$ cat config.mk
export PLATFORM = sky130hd
export DESIGN_NAME = humidity_temp_sensor_bus_master_top
export DESIGN_NICKNAME = d
export VERILOG_FILES = /design/src/design/hts_pkg.sv /design/src/design/humidity_temp_sensor_bus_master_top.sv /design/src/design/hts_conv.sv
export VERILOG_INCLUDE_DIRS = /design/src /design/src/design
export SDC_FILE = /design/constraint.sdc
export NUM_CORES = 1
export LEC_CHECK = 0
export ABC_CLOCK_PERIOD_IN_PS = 15400
export BUFFER_PORTS_ARGS = -buffer_cell sky130_fd_sc_hd__clkbuf_2
export CORE_ASPECT_RATIO = 1.4
export CORE_MARGIN = 2
export CORE_UTILIZATION = 45
export CTS_BUF_LIST = sky130_fd_sc_hd__clkbuf_8
export DETAILED_ROUTE_END_ITERATION = 10
export PLACE_DENSITY = 0.62
export SLEW_MARGIN = 20
export SYNTH_ARGS = -nofsm -noshare
export SYNTH_HDL_FRONTEND = slang
export SYNTH_HIERARCHICAL = 1
export SYNTH_SLANG_ARGS = --single-unit
export TNS_END_PERCENT = 1
$ cat constraint.sdc
create_clock -name clk -period 15.4 [get_ports clk]
set_input_delay 3.08 -clock clk [delete_from_list [all_inputs] [get_ports clk]]
set_output_delay 3.08 -clock clk [all_outputs]
set_load 0.05 [all_outputs]
$ cat src/design/assert_macros.svh
// Assertion macros used by the sensor master top design file.
// Each macro expands to one labeled concurrent assertion on the rising clock edge.
`ifndef ASSERT_MACROS_SVH
`define ASSERT_MACROS_SVH

// The property holds at every clock edge outside reset.
`define HTS_ASSERT_ALWAYS(name, clk, rst_n, prop, msg) \
  name: assert property (@(posedge clk) disable iff (!rst_n) (prop)) else $error(msg);

// When the antecedent holds, the consequent holds in the following cycle.
`define HTS_ASSERT_NEXT(name, clk, rst_n, ante, cons, msg) \
  name: assert property (@(posedge clk) disable iff (!rst_n) (ante) |=> (cons)) else $error(msg);

`endif

$ cat src/design/hts_pkg.sv
// Shared types and constants of the two-wire humidity sensor master.
// No dependencies.
package hts_pkg;

  localparam int RAW_W   = 16;
  localparam int VALUE_W = 17;

  localparam logic KIND_HUM  = 1'b0;
  localparam logic KIND_TEMP = 1'b1;

  localparam logic [7:0] CMD_HUMIDITY    = 8'b00000101;
  localparam logic [7:0] CMD_TEMPERATURE = 8'b00000011;

  localparam logic [7:0]  HUM_KNEE      = 8'd107;
  localparam logic [7:0]  HUM_SLOPE_LO  = 8'd143;
  localparam logic [7:0]  HUM_SLOPE_HI  = 8'd111;
  localparam logic [15:0] HUM_OFFSET_LO = 16'd512;
  localparam logic [15:0] HUM_OFFSET_HI = 16'd2893;
  localparam logic [15:0] HUM_CAP       = 16'd25600;
  localparam logic signed [VALUE_W-1:0] TEMP_OFFSET = 17'sd3963;

  typedef logic [RAW_W-1:0]          raw_t;
  typedef logic signed [VALUE_W-1:0] value_t;

endpackage

$ cat src/design/humidity_temp_sensor_bus_master_top.sv
// Two-wire humidity and temperature sensor master, one pin action per request.
// An accepted request's result is registered and appears in the output register next cycle.
// Throughput: one request per cycle while out_tready is high; the output register frees as it is taken.
// Reset (synchronous, active low) returns the sequencer to idle and the control and
// configuration registers to their defaults. Depends on hts_pkg, hts_conv and assert_macros.svh.
`include "assert_macros.svh"

module humidity_temp_sensor_bus_master_top #(
  parameter int RAW_BITS = 16
) (
  input  logic        clk,
  input  logic        rst_n,
  input  logic        in_tvalid,
  output logic        in_tready,
  input  logic [7:0]  in_tdata,   // sda_in [0], zero padding above.
  input  logic [1:0]  in_tuser,   // op [1:0].
  output logic        out_tvalid,
  input  logic        out_tready,
  output logic [39:0] out_tdata,  // sck, sda_oe, sda_out, busy_res, timed_out, raw_value, value.
  output logic        out_tlast,  // done_res.
  output logic        out_tuser,  // kind.
  input  logic        cfg_psel,
  input  logic        cfg_penable,
  input  logic        cfg_pwrite,
  input  logic [2:0]  cfg_paddr,
  input  logic [31:0] cfg_pwdata,
  output logic [31:0] cfg_prdata,
  output logic        cfg_pready
);

  localparam logic [4:0] PH_IDLE     = 5'd0;
  localparam logic [4:0] PH_SCKH1    = 5'd1;
  localparam logic [4:0] PH_SDAL     = 5'd2;
  localparam logic [4:0] PH_SCKL1    = 5'd3;
  localparam logic [4:0] PH_SCKH2    = 5'd4;
  localparam logic [4:0] PH_SDAH     = 5'd5;
  localparam logic [4:0] PH_SCKL2    = 5'd6;
  localparam logic [4:0] PH_CMD_LOW  = 5'd7;
  localparam logic [4:0] PH_CMD_HIGH = 5'd8;
  localparam logic [4:0] PH_ACK_REL  = 5'd9;
  localparam logic [4:0] PH_ACK_WAIT = 5'd10;
  localparam logic [4:0] PH_ACK_CLK  = 5'd11;
  localparam logic [4:0] PH_ACK_CLKL = 5'd12;
  localparam logic [4:0] PH_REL_WAIT = 5'd13;
  localparam logic [4:0] PH_POLL     = 5'd14;
  localparam logic [4:0] PH_RD_LOW   = 5'd15;
  localparam logic [4:0] PH_RD_HIGH  = 5'd16;
  localparam logic [4:0] PH_DONE     = 5'd17;

  localparam logic [1:0] OP_HUM  = 2'd1;
  localparam logic [1:0] OP_TEMP = 2'd2;

  localparam logic       REG_POLL_INTERVAL = 1'b0;
  localparam logic       REG_MAX_POLLS     = 1'b1;

  localparam logic [4:0] RAW_LIMIT = 5'(RAW_BITS);

  logic [15:0] poll_interval_r;
  logic [7:0]  max_polls_r;
  logic [4:0]  phase_r, phase_nxt;
  logic [4:0]  bit_count_r, bit_count_nxt;
  hts_pkg::raw_t shift_reg_r, shift_reg_nxt;
  logic [7:0]  poll_count_r, poll_count_nxt;
  logic [15:0] interval_count_r, interval_count_nxt;
  logic        measure_kind_r, measure_kind_nxt;
  logic        timeout_flag_r, timeout_flag_nxt;

  logic        out_valid_r;
  logic [39:0] out_data_r;
  logic        out_last_r;
  logic        out_user_r;

  logic        accept;
  logic        cfg_write;
  logic [1:0]  op;
  logic        sda;
  logic [7:0]  cmd;
  logic        cmd_bit;
  logic        sck, oe, dout, done;
  logic [7:0]  lim;
  logic [7:0]  poll_inc;
  hts_pkg::value_t value;

  assign in_tready  = !out_valid_r || out_tready;
  assign accept     = in_tvalid && in_tready;
  assign op         = in_tuser;
  assign sda        = in_tdata[0];
  assign cmd        = (measure_kind_r == hts_pkg::KIND_TEMP) ? hts_pkg::CMD_TEMPERATURE
                                                              : hts_pkg::CMD_HUMIDITY;
  assign cmd_bit    = cmd[3'd7 - bit_count_r[2:0]];
  assign lim        = (max_polls_r == 8'd0) ? 8'd1 : max_polls_r;
  assign poll_inc   = poll_count_r + 8'd1;

  assign cfg_pready = 1'b1;
  assign cfg_write  = cfg_psel && cfg_penable && cfg_pwrite && cfg_pready;
  assign cfg_prdata = (cfg_paddr[2] == REG_MAX_POLLS) ? {24'd0, max_polls_r}
                                                      : {16'd0, poll_interval_r};

  always_comb begin
    phase_nxt          = phase_r;
    bit_count_nxt      = bit_count_r;
    shift_reg_nxt      = shift_reg_r;
    poll_count_nxt     = poll_count_r;
    interval_count_nxt = interval_count_r;
    measure_kind_nxt   = measure_kind_r;
    timeout_flag_nxt   = timeout_flag_r;
    sck  = 1'b0;
    oe   = 1'b1;
    dout = 1'b0;
    done = 1'b0;
    unique case (phase_r)
      PH_IDLE: begin
        oe = 1'b0;
        if (op == OP_HUM || op == OP_TEMP) begin
          measure_kind_nxt   = (op == OP_TEMP) ? hts_pkg::KIND_TEMP : hts_pkg::KIND_HUM;
          shift_reg_nxt      = '0;
          timeout_flag_nxt   = 1'b0;
          bit_count_nxt      = 5'd0;
          poll_count_nxt     = 8'd0;
          interval_count_nxt = 16'd0;
          oe   = 1'b1;
          dout = 1'b1;
          phase_nxt = PH_SCKH1;
        end
      end
      PH_SCKH1: begin
        sck = 1'b1; dout = 1'b1; phase_nxt = PH_SDAL;
      end
      PH_SDAL: begin
        sck = 1'b1; phase_nxt = PH_SCKL1;
      end
      PH_SCKL1: begin
        phase_nxt = PH_SCKH2;
      end
      PH_SCKH2: begin
        sck = 1'b1; phase_nxt = PH_SDAH;
      end
      PH_SDAH: begin
        sck = 1'b1; dout = 1'b1; phase_nxt = PH_SCKL2;
      end
      PH_SCKL2: begin
        dout = 1'b1; bit_count_nxt = 5'd0; phase_nxt = PH_CMD_LOW;
      end
      PH_CMD_LOW: begin
        dout = cmd_bit; phase_nxt = PH_CMD_HIGH;
      end
      PH_CMD_HIGH: begin
        sck  = 1'b1;
        dout = cmd_bit;
        bit_count_nxt = bit_count_r + 5'd1;
        phase_nxt = (bit_count_nxt >= 5'd8) ? PH_ACK_REL : PH_CMD_LOW;
      end
      PH_ACK_REL: begin
        oe = 1'b0; phase_nxt = PH_ACK_WAIT;
      end
      PH_ACK_WAIT: begin
        oe = 1'b0;
        if (!sda) begin
          phase_nxt = PH_ACK_CLK;
        end
      end
      PH_ACK_CLK: begin
        oe = 1'b0; sck = 1'b1; phase_nxt = PH_ACK_CLKL;
      end
      PH_ACK_CLKL: begin
        oe = 1'b0; phase_nxt = PH_REL_WAIT;
      end
      PH_REL_WAIT: begin
        oe = 1'b0;
        if (sda) begin
          poll_count_nxt     = 8'd0;
          interval_count_nxt = 16'd0;
          phase_nxt          = PH_POLL;
        end
      end
      PH_POLL: begin
        oe = 1'b0;
        if (interval_count_r != 16'd0) begin
          interval_count_nxt = interval_count_r - 16'd1;
        end else if (!sda) begin
          bit_count_nxt = 5'd0;
          phase_nxt     = PH_RD_LOW;
        end else begin
          poll_count_nxt = poll_inc;
          if (poll_inc >= lim) begin
            timeout_flag_nxt = 1'b1;
            bit_count_nxt    = 5'd0;
            phase_nxt        = PH_RD_LOW;
          end else begin
            interval_count_nxt = (poll_interval_r == 16'd0) ? 16'd0
                                                             : poll_interval_r - 16'd1;
          end
        end
      end
      PH_RD_LOW: begin
        oe = 1'b0; phase_nxt = PH_RD_HIGH;
      end
      PH_RD_HIGH: begin
        oe  = 1'b0;
        sck = 1'b1;
        shift_reg_nxt = {shift_reg_r[hts_pkg::RAW_W-2:0], sda};
        bit_count_nxt = bit_count_r + 5'd1;
        phase_nxt = (bit_count_nxt >= RAW_LIMIT) ? PH_DONE : PH_RD_LOW;
      end
      PH_DONE: begin
        oe = 1'b0; done = 1'b1; phase_nxt = PH_IDLE;
      end
      default: begin
        oe = 1'b0; phase_nxt = PH_IDLE;
      end
    endcase
  end

  hts_conv u_conv (
    .raw   (shift_reg_nxt),
    .kind  (measure_kind_nxt),
    .value (value)
  );

  always_ff @(posedge clk) begin
    if (!rst_n) begin
      poll_interval_r  <= 16'd10000;
      max_polls_r      <= 8'd255;
      phase_r          <= PH_IDLE;
      bit_count_r      <= 5'd0;
      shift_reg_r      <= '0;
      poll_count_r     <= 8'd0;
      interval_count_r <= 16'd0;
      measure_kind_r   <= hts_pkg::KIND_HUM;
      timeout_flag_r   <= 1'b0;
      out_valid_r      <= 1'b0;
    end else begin
      if (cfg_write) begin
        if (cfg_paddr[2] == REG_POLL_INTERVAL) begin
          poll_interval_r <= cfg_pwdata[15:0];
        end else begin
          max_polls_r <= cfg_pwdata[7:0];
        end
      end
      if (accept) begin
        phase_r          <= phase_nxt;
        bit_count_r      <= bit_count_nxt;
        shift_reg_r      <= shift_reg_nxt;
        poll_count_r     <= poll_count_nxt;
        interval_count_r <= interval_count_nxt;
        measure_kind_r   <= measure_kind_nxt;
        timeout_flag_r   <= timeout_flag_nxt;
        out_valid_r      <= 1'b1;
      end else if (out_tready) begin
        out_valid_r <= 1'b0;
      end
    end
  end

  always_ff @(posedge clk) begin
    if (accept) begin
      out_data_r <= {2'b00, value, shift_reg_nxt, timeout_flag_nxt,
                     (phase_nxt != PH_IDLE), oe && dout, oe, sck};
      out_last_r <= done;
      out_user_r <= measure_kind_nxt;
    end
  end

  assign out_tvalid = out_valid_r;
  assign out_tdata  = out_data_r;
  assign out_tlast  = out_last_r;
  assign out_tuser  = out_user_r;

  `HTS_ASSERT_NEXT(a_accept_gives_result, clk, rst_n, accept, out_tvalid, "accepted request produced no result")
  `HTS_ASSERT_NEXT(a_done_follows_read, clk, rst_n, accept && phase_r == PH_DONE, out_tlast && !out_tdata[3], "done phase did not mark the result as final")
  `HTS_ASSERT_ALWAYS(a_read_count_bound, clk, rst_n, phase_r != PH_RD_HIGH || bit_count_r < RAW_LIMIT, "read bit count ran past the raw width")

endmodule

$ cat src/design/hts_conv.sv
// Conversion of a raw sensor reading into humidity percent or offset temperature.
// Depends on hts_pkg.
module hts_conv (
  input  hts_pkg::raw_t   raw,
  input  logic            kind,
  output hts_pkg::value_t value
);

  logic [7:0]  s;
  logic [15:0] prod_lo;
  logic [15:0] prod_hi;
  logic [15:0] sum_hi;
  logic [15:0] rh;
  hts_pkg::value_t temp;

  assign s       = raw[11:4];
  assign prod_lo = 16'(s) * 16'(hts_pkg::HUM_SLOPE_LO);
  assign prod_hi = 16'(s) * 16'(hts_pkg::HUM_SLOPE_HI);
  assign sum_hi  = prod_hi + hts_pkg::HUM_OFFSET_HI;
  assign temp    = $signed({1'b0, raw}) - hts_pkg::TEMP_OFFSET;

  always_comb begin
    if (s <= hts_pkg::HUM_KNEE) begin
      rh = (prod_lo < hts_pkg::HUM_OFFSET_LO) ? 16'd0 : prod_lo - hts_pkg::HUM_OFFSET_LO;
    end else begin
      rh = (sum_hi > hts_pkg::HUM_CAP) ? hts_pkg::HUM_CAP : sum_hi;
    end
  end

  assign value = (kind == hts_pkg::KIND_TEMP) ? temp : $signed({9'd0, rh[15:8]});

endmodule
== After elaboration in Yosys (flattened, before gate mapping) ==
Cells that the tools add are included.
Storage, ports and cells
  bits in registers: 117
  bits in latches: 0
  bits in writable memories: 0
  ROM bits: 0
  logic and storage cells: 135
  memories: 0
Cells by class
  add/sub/neg operators: 8
  multiply operators: 2
  div/mod/pow operators: 0
  order comparisons: 7
  equal/unequal tests: 26
  shifts and indexed selects: 0
  multiplexer cells: 52
  bitwise gates (word level): 1
  reductions and logical operators: 25
Operator list (number)
  two-way mux 16 bit: 11
  one-hot mux 5 bit (17 select lines): 1
  two-way mux 5 bit: 11
  two-way mux 8 bit: 6
  one-hot mux 16 bit (3 select lines): 1
  == test 5 x 4 -> 1 bit, second input constant: 8
  one-hot mux 16 bit (2 select lines): 1
  subtractor 16 x 1 -> 16 bit, second input constant: 2
  one-hot mux 8 bit (3 select lines): 1
  == test 5 x 3 -> 1 bit, second input constant: 4
  one-hot mux 5 bit (4 select lines): 1
  subtractor 16 x 12 -> 17 bit, second input constant: 1
  adder 15 x 12 -> 16 bit, second input constant: 1
  > comparator 16 x 15 -> 1 bit, second input constant: 1
  zero test 16 bit: 1
  less-than comparator 16 x 10 -> 1 bit, second input constant: 1
  multiplier 8 x 8 -> 16 bit, second input constant: 1
  nonzero test 16 bit: 1
  subtractor 16 x 10 -> 16 bit, second input constant: 1
  multiplier 8 x 7 -> 15 bit, second input constant: 1
  two-way mux 1 bit: 13
  AND reduction 6 bit: 2
  == test 5 x 2 -> 1 bit, second input constant: 2
  == test 5 bit, second input constant: 2
  34 further kinds: 46

== Longest topological paths before layout ==
  word-level depth: 10
  mapped depth: 24
  mapped depth without buffers: 23

== By module ==
Netlist, hierarchy kept.
By module, submodules not included
  humidity_temp_sensor_bus_master_top: instances 1, cells each 667, area an instance 6163.4 µm²
  hts_conv: instances 1, cells each 445, area an instance 3628.5 µm²

== Worst setup path after synthesis ==
Ideal clock, no wire load.
  kind: input -> register
  from: input in_tuser[0]
  to: register out_data_r[24], in the netlist out_tdata[24] (data pin)
  library setup time: 261 ps
  arrival time: 8368 ps
  required time: 15139 ps
  setup slack: 6771 ps
  cell stages on the path: 22
  cell sequence: inv_1 > ha_1 > nand2_1 > nand2_1 > clkbuf_1 > a22o_1 > inv_1 > ha_1 > fa_1 > inv_1 > fa_1 > inv_1 > fa_1 > inv_1 > ha_1 > nand2_1 > a211oi_1 > nor2_1 > o311ai_2 > nor3_1 > nor3b_1 > a221o_1
On the way
  cells in the longest elaborated chain, start to end: 10
RTL lines
  start, declared: line humidity_temp_sensor_bus_master_top.sv:16  | input logic [1:0] in_tuser,
  == test 2 x 1 -> 1 bit or == test 2 bit (tied branches): line humidity_temp_sensor_bus_master_top.sv:114  | if (op == OP_HUM || op == OP_TEMP) begin
  logical OR 1 bit (*): line humidity_temp_sensor_bus_master_top.sv:114
  two-way mux 16 bit (*): line humidity_temp_sensor_bus_master_top.sv:114
  one-hot mux 16 bit (2 select lines) (*): line humidity_temp_sensor_bus_master_top.sv:111  | unique case (phase_r)
  via shift_reg_nxt[7]: line humidity_temp_sensor_bus_master_top.sv:62  | hts_pkg::raw_t shift_reg_r, shift_reg_nxt;
  multiplier 8 x 7 -> 15 bit: line hts_conv.sv:18  | assign prod_hi = 16'(s) * 16'(hts_pkg::HUM_SLOPE_HI);
  adder 15 x 12 -> 16 bit: line hts_conv.sv:19  | assign sum_hi = prod_hi + hts_pkg::HUM_OFFSET_HI;
  > comparator 16 x 15 -> 1 bit: line hts_conv.sv:26  | rh = (sum_hi > hts_pkg::HUM_CAP) ? hts_pkg::HUM_CAP : sum_hi;
  two-way mux 16 bit: line hts_conv.sv:26
  two-way mux 16 bit (*): line hts_conv.sv:23  | if (s <= hts_pkg::HUM_KNEE) begin
  two-way mux 8 bit (*): line hts_conv.sv:30  | assign value = (kind == hts_pkg::KIND_TEMP) ? temp : $signed({9'd0, rh[15:8]});
  via value[3]: line humidity_temp_sensor_bus_master_top.sv:82  | hts_pkg::value_t value;
  end signal, assigned: line humidity_temp_sensor_bus_master_top.sv:257  | out_data_r <= {2'b00, value, shift_reg_nxt, timeout_flag_nxt,
  end, declared: line humidity_temp_sensor_bus_master_top.sv:69  | logic [39:0] out_data_r;
The timed path passes the listed nets; every way through them passes the cells marked *.
A chain may end at the register's enable or synchronous reset.

== Final worst setup path ==
Ends and elaborated chain as after synthesis.

==> qor.yml <==
outcome: "completed"
synth-warning-count: 6
cp-start-kind: "primary input"
slowest_stage: "a211oi_1"
fp.dieW_um: 128.7
rsz0062_at_grt: "no"
avgSynthCellArea_um2: 8.806
max_stage_delay_ns: 0.63
drv_cap: 0
grt_antenna_before_repair: 0
post-route-drc-count: 0
synth_largest_area_cell: "dfxtp_1"
arrival_ns: 9.59
routed_wirelength_mm: 24.13
worstPathCellList: "clkbuf_2 > inv_1 > ha_1 > nand2_1 > nand2_1 > a22o_1 > inv_1 > ha_1 > inv_1 > fa_1 > inv_1 > fa_1 > inv_1 > fa_1 > inv_1 > ha_1 > nand2_1 > a211oi_1 > nor2_1 > o311ai_2 > nor3_1 > nor3b_1 > a221o_1"
drt_iter0_drc: 570
grt_max_degree: 83
end_kind: "flop"
async_flop_share_pct: 0
io_pins: 129
cts_tree: "done"
synth.distinct_cells: 88
synth_top_area_share_pct: 15.74
rows: 63
grt_pass1_vias: 7921
relSlewSlack_pct: 29.61
final_cell_mix: "122 x inv_1, 104 x nand2_1, 93 x ha_1"
setup_violations: 0
slew_viol_final: 0
cts-buffers-inserted: 17
crit_path_max_fanout: 16
post-cts-setup-buffers: 0
via_per_inst: 5.680
cpMostUsedCell: "inv_1"
syn_area_um2: 9792
synth_edf_count: 40
synth.yosys.seq_area_share_pct: 28.01
clk_path_buf_depth: 2
p_leak_uw: 0.004852
hold_buffers: 0
hp-class: "flop to flop"
ctsResizeCount: 0
ys_ff_latch: 117
path_buf_inv: 7
clk-insertion-delay-late_ns: 0.45
initial_utilization_pct: 46.01
pwr_density_cell_nw_per_um2: 73.60
fin_area_um2: 10710
die_h_um: 178.5
num-fill-cells: 2077
area_growth_syn_to_layout_pct: 9.405
layout-drive-gt1-share_pct: 12.66
cp.required_ns: 15.60
ys.flop_type: "dfxtp_1"
vias: 8208
fin_skew_ns: 0.01437
routedWlPerCell_um: 16.70
setup_tns_ns: 0
final_nets: 1352
fin_crit_sh_pct: 60.97
cts_root_buf: "clkbuf_8"
syn_inst: 1112
layout_min_cycle_time_ns: 9.389
drtAntennaViolNets: 0
grtUsageTotal_pct: 21.78
die_area_um2: 22970
gp_congestion: 0.8979
io_buffers: 84
dr.pass1.iters: 5
post_dp_cell_area_um2: 10300
clock_sinks: 117
criticalPathCategory: "primary input to flop"
grt_pass1_wl_mm: 39.85
cp_top_family: "adder cells"
worst_pin_slew_ns: 1.056
yosys-top-cells-area: "dfxtp_1 16%, edfxtp_1 12%, ha_1 12%, fa_1 7.2%, inv_1 4.6%"
hold_viol: 0
core_area_um2: 21280
finalPower_uw: 788.4
htreeDepth: 4
diodes: 0
fmax_mhz: 106.5
overflow: 0
max-vdd-ir-drop_uv: 68.98
layout_commonest_cell: "inv_1"
clkTransAtPathRegs_ns: 0.07
dp_hpwl_mm: 18.15
[worst paths after layout]
kind	from	slack [ns]	endpoint	cells after the start
worst max-delay path	in_tuser[0]	6.01	out_tdata[24]	23
worst min-delay path	poll_interval_r[15]	0.50	poll_interval_r[15]	2
worst max register to register	phase_r[1]	8.11	out_tdata[24]	21
worst min register to register	poll_interval_r[15]	0.50	poll_interval_r[15]	2
[metal layers]
metal / up-vias / track usage, % / wire [um]
li1: 4054 / - / -
met1: 3855 / 25.00 / 9900
met2: 227 / 38.80 / 12340
met3: 72 / 3.209 / 798
met4: 0 / 11.46 / 1095
met5: - / 0 / 0
[power breakdown]
| group | switching, uW | leakage (uW) | internal (uW) |
|---|---|---|---|
| clock | 135 | 0.000205 | 163 |
| combinational | 106 | 0.00362 | 39.7 |
| sequential | 12.7 | 0.00102 | 333 |
[registers in the layout, indices dropped and copies added (netlist names)]
| register | cells |
|---|---|
| bit_count_r | 5 |
| poll_count_r | 8 |
| shift_reg_r | 16 |
| timeout_flag_r | 1 |
| interval_count_r | 16 |
| out_tlast | 1 |
| max_polls_r | 8 |
| out_tdata | 38 |
| measure_kind_r | 1 |
| out_tuser | 1 |
| poll_interval_r | 16 |
| phase_r | 5 |
| out_tvalid | 1 |
[worst register-to-register path: cells and delay by family, from the launching register on]
family	cells	cell delay [ns]
buffers and inverters	5	0.54
AOI/OAI and AO/OA	4	1.97
adders and majority gates	5	2.25
DFF	1	0.83
and+or+nand+nor	7	1.46
[cell usage after synthesis, drive strengths merged, types with 9 or more instances]
cell    number
a211oi      10
a21boi      18
a21o        11
a21oi       42
a22o        19
a22oi       26
a31oi       10
and2        10
and3        11
buf         27
clkbuf      36
dfxtp       77
edfxtp      40
fa          35
ha          93
inv        121
nand2      104
nand3       35
nand4        9
nor2        55
nor2b       39
nor3        18
nor4        11
o211ai      14
o21ai       41
or3         16
xnor2       33
xor2        18
[kinds of logic after synthesis]
group | after synthesis | synth area share [%]
compound gates | 273 | 20.65
xor+xnor | 51 | 4.562
fa+ha+maj | 128 | 19.04
buf+inv | 184 | 7.961
flops | 117 | 28.01
mux | 13 | 1.431
other cells | 2 | 0.07670
simple gates | 344 | 18.27
[final cells by class]
cell class              instances  area, um^2  area share [%]
clock inverters                14       161.4           1.507
clock buffers                  18       247.7           2.313
multi-input cells             828        6339           59.17
well taps                     260       325.3           3.037
flip-flops and latches        117        2743           25.60
inverters                     121       454.2           4.240
repair buffers                 87       442.9           4.135
[through the flow]
stage	hold slack [ns]	setup slack, ns	instances	utilization [%]
6_report	0.5007	6.011	1445	50.34
5_1_grt	0.5315	5.738	1445	50.34
4_1_cts	0.5029	6.103	1445	50.31
3_5_place_dp	0.4925	5.639	1413	48.39
3_3_place_gp	0.4887	5.605	1413	48.39
2_1_floorplan	0.4688	6.771	1129	-
Note: power is estimated with default switching activity, not from simulation.
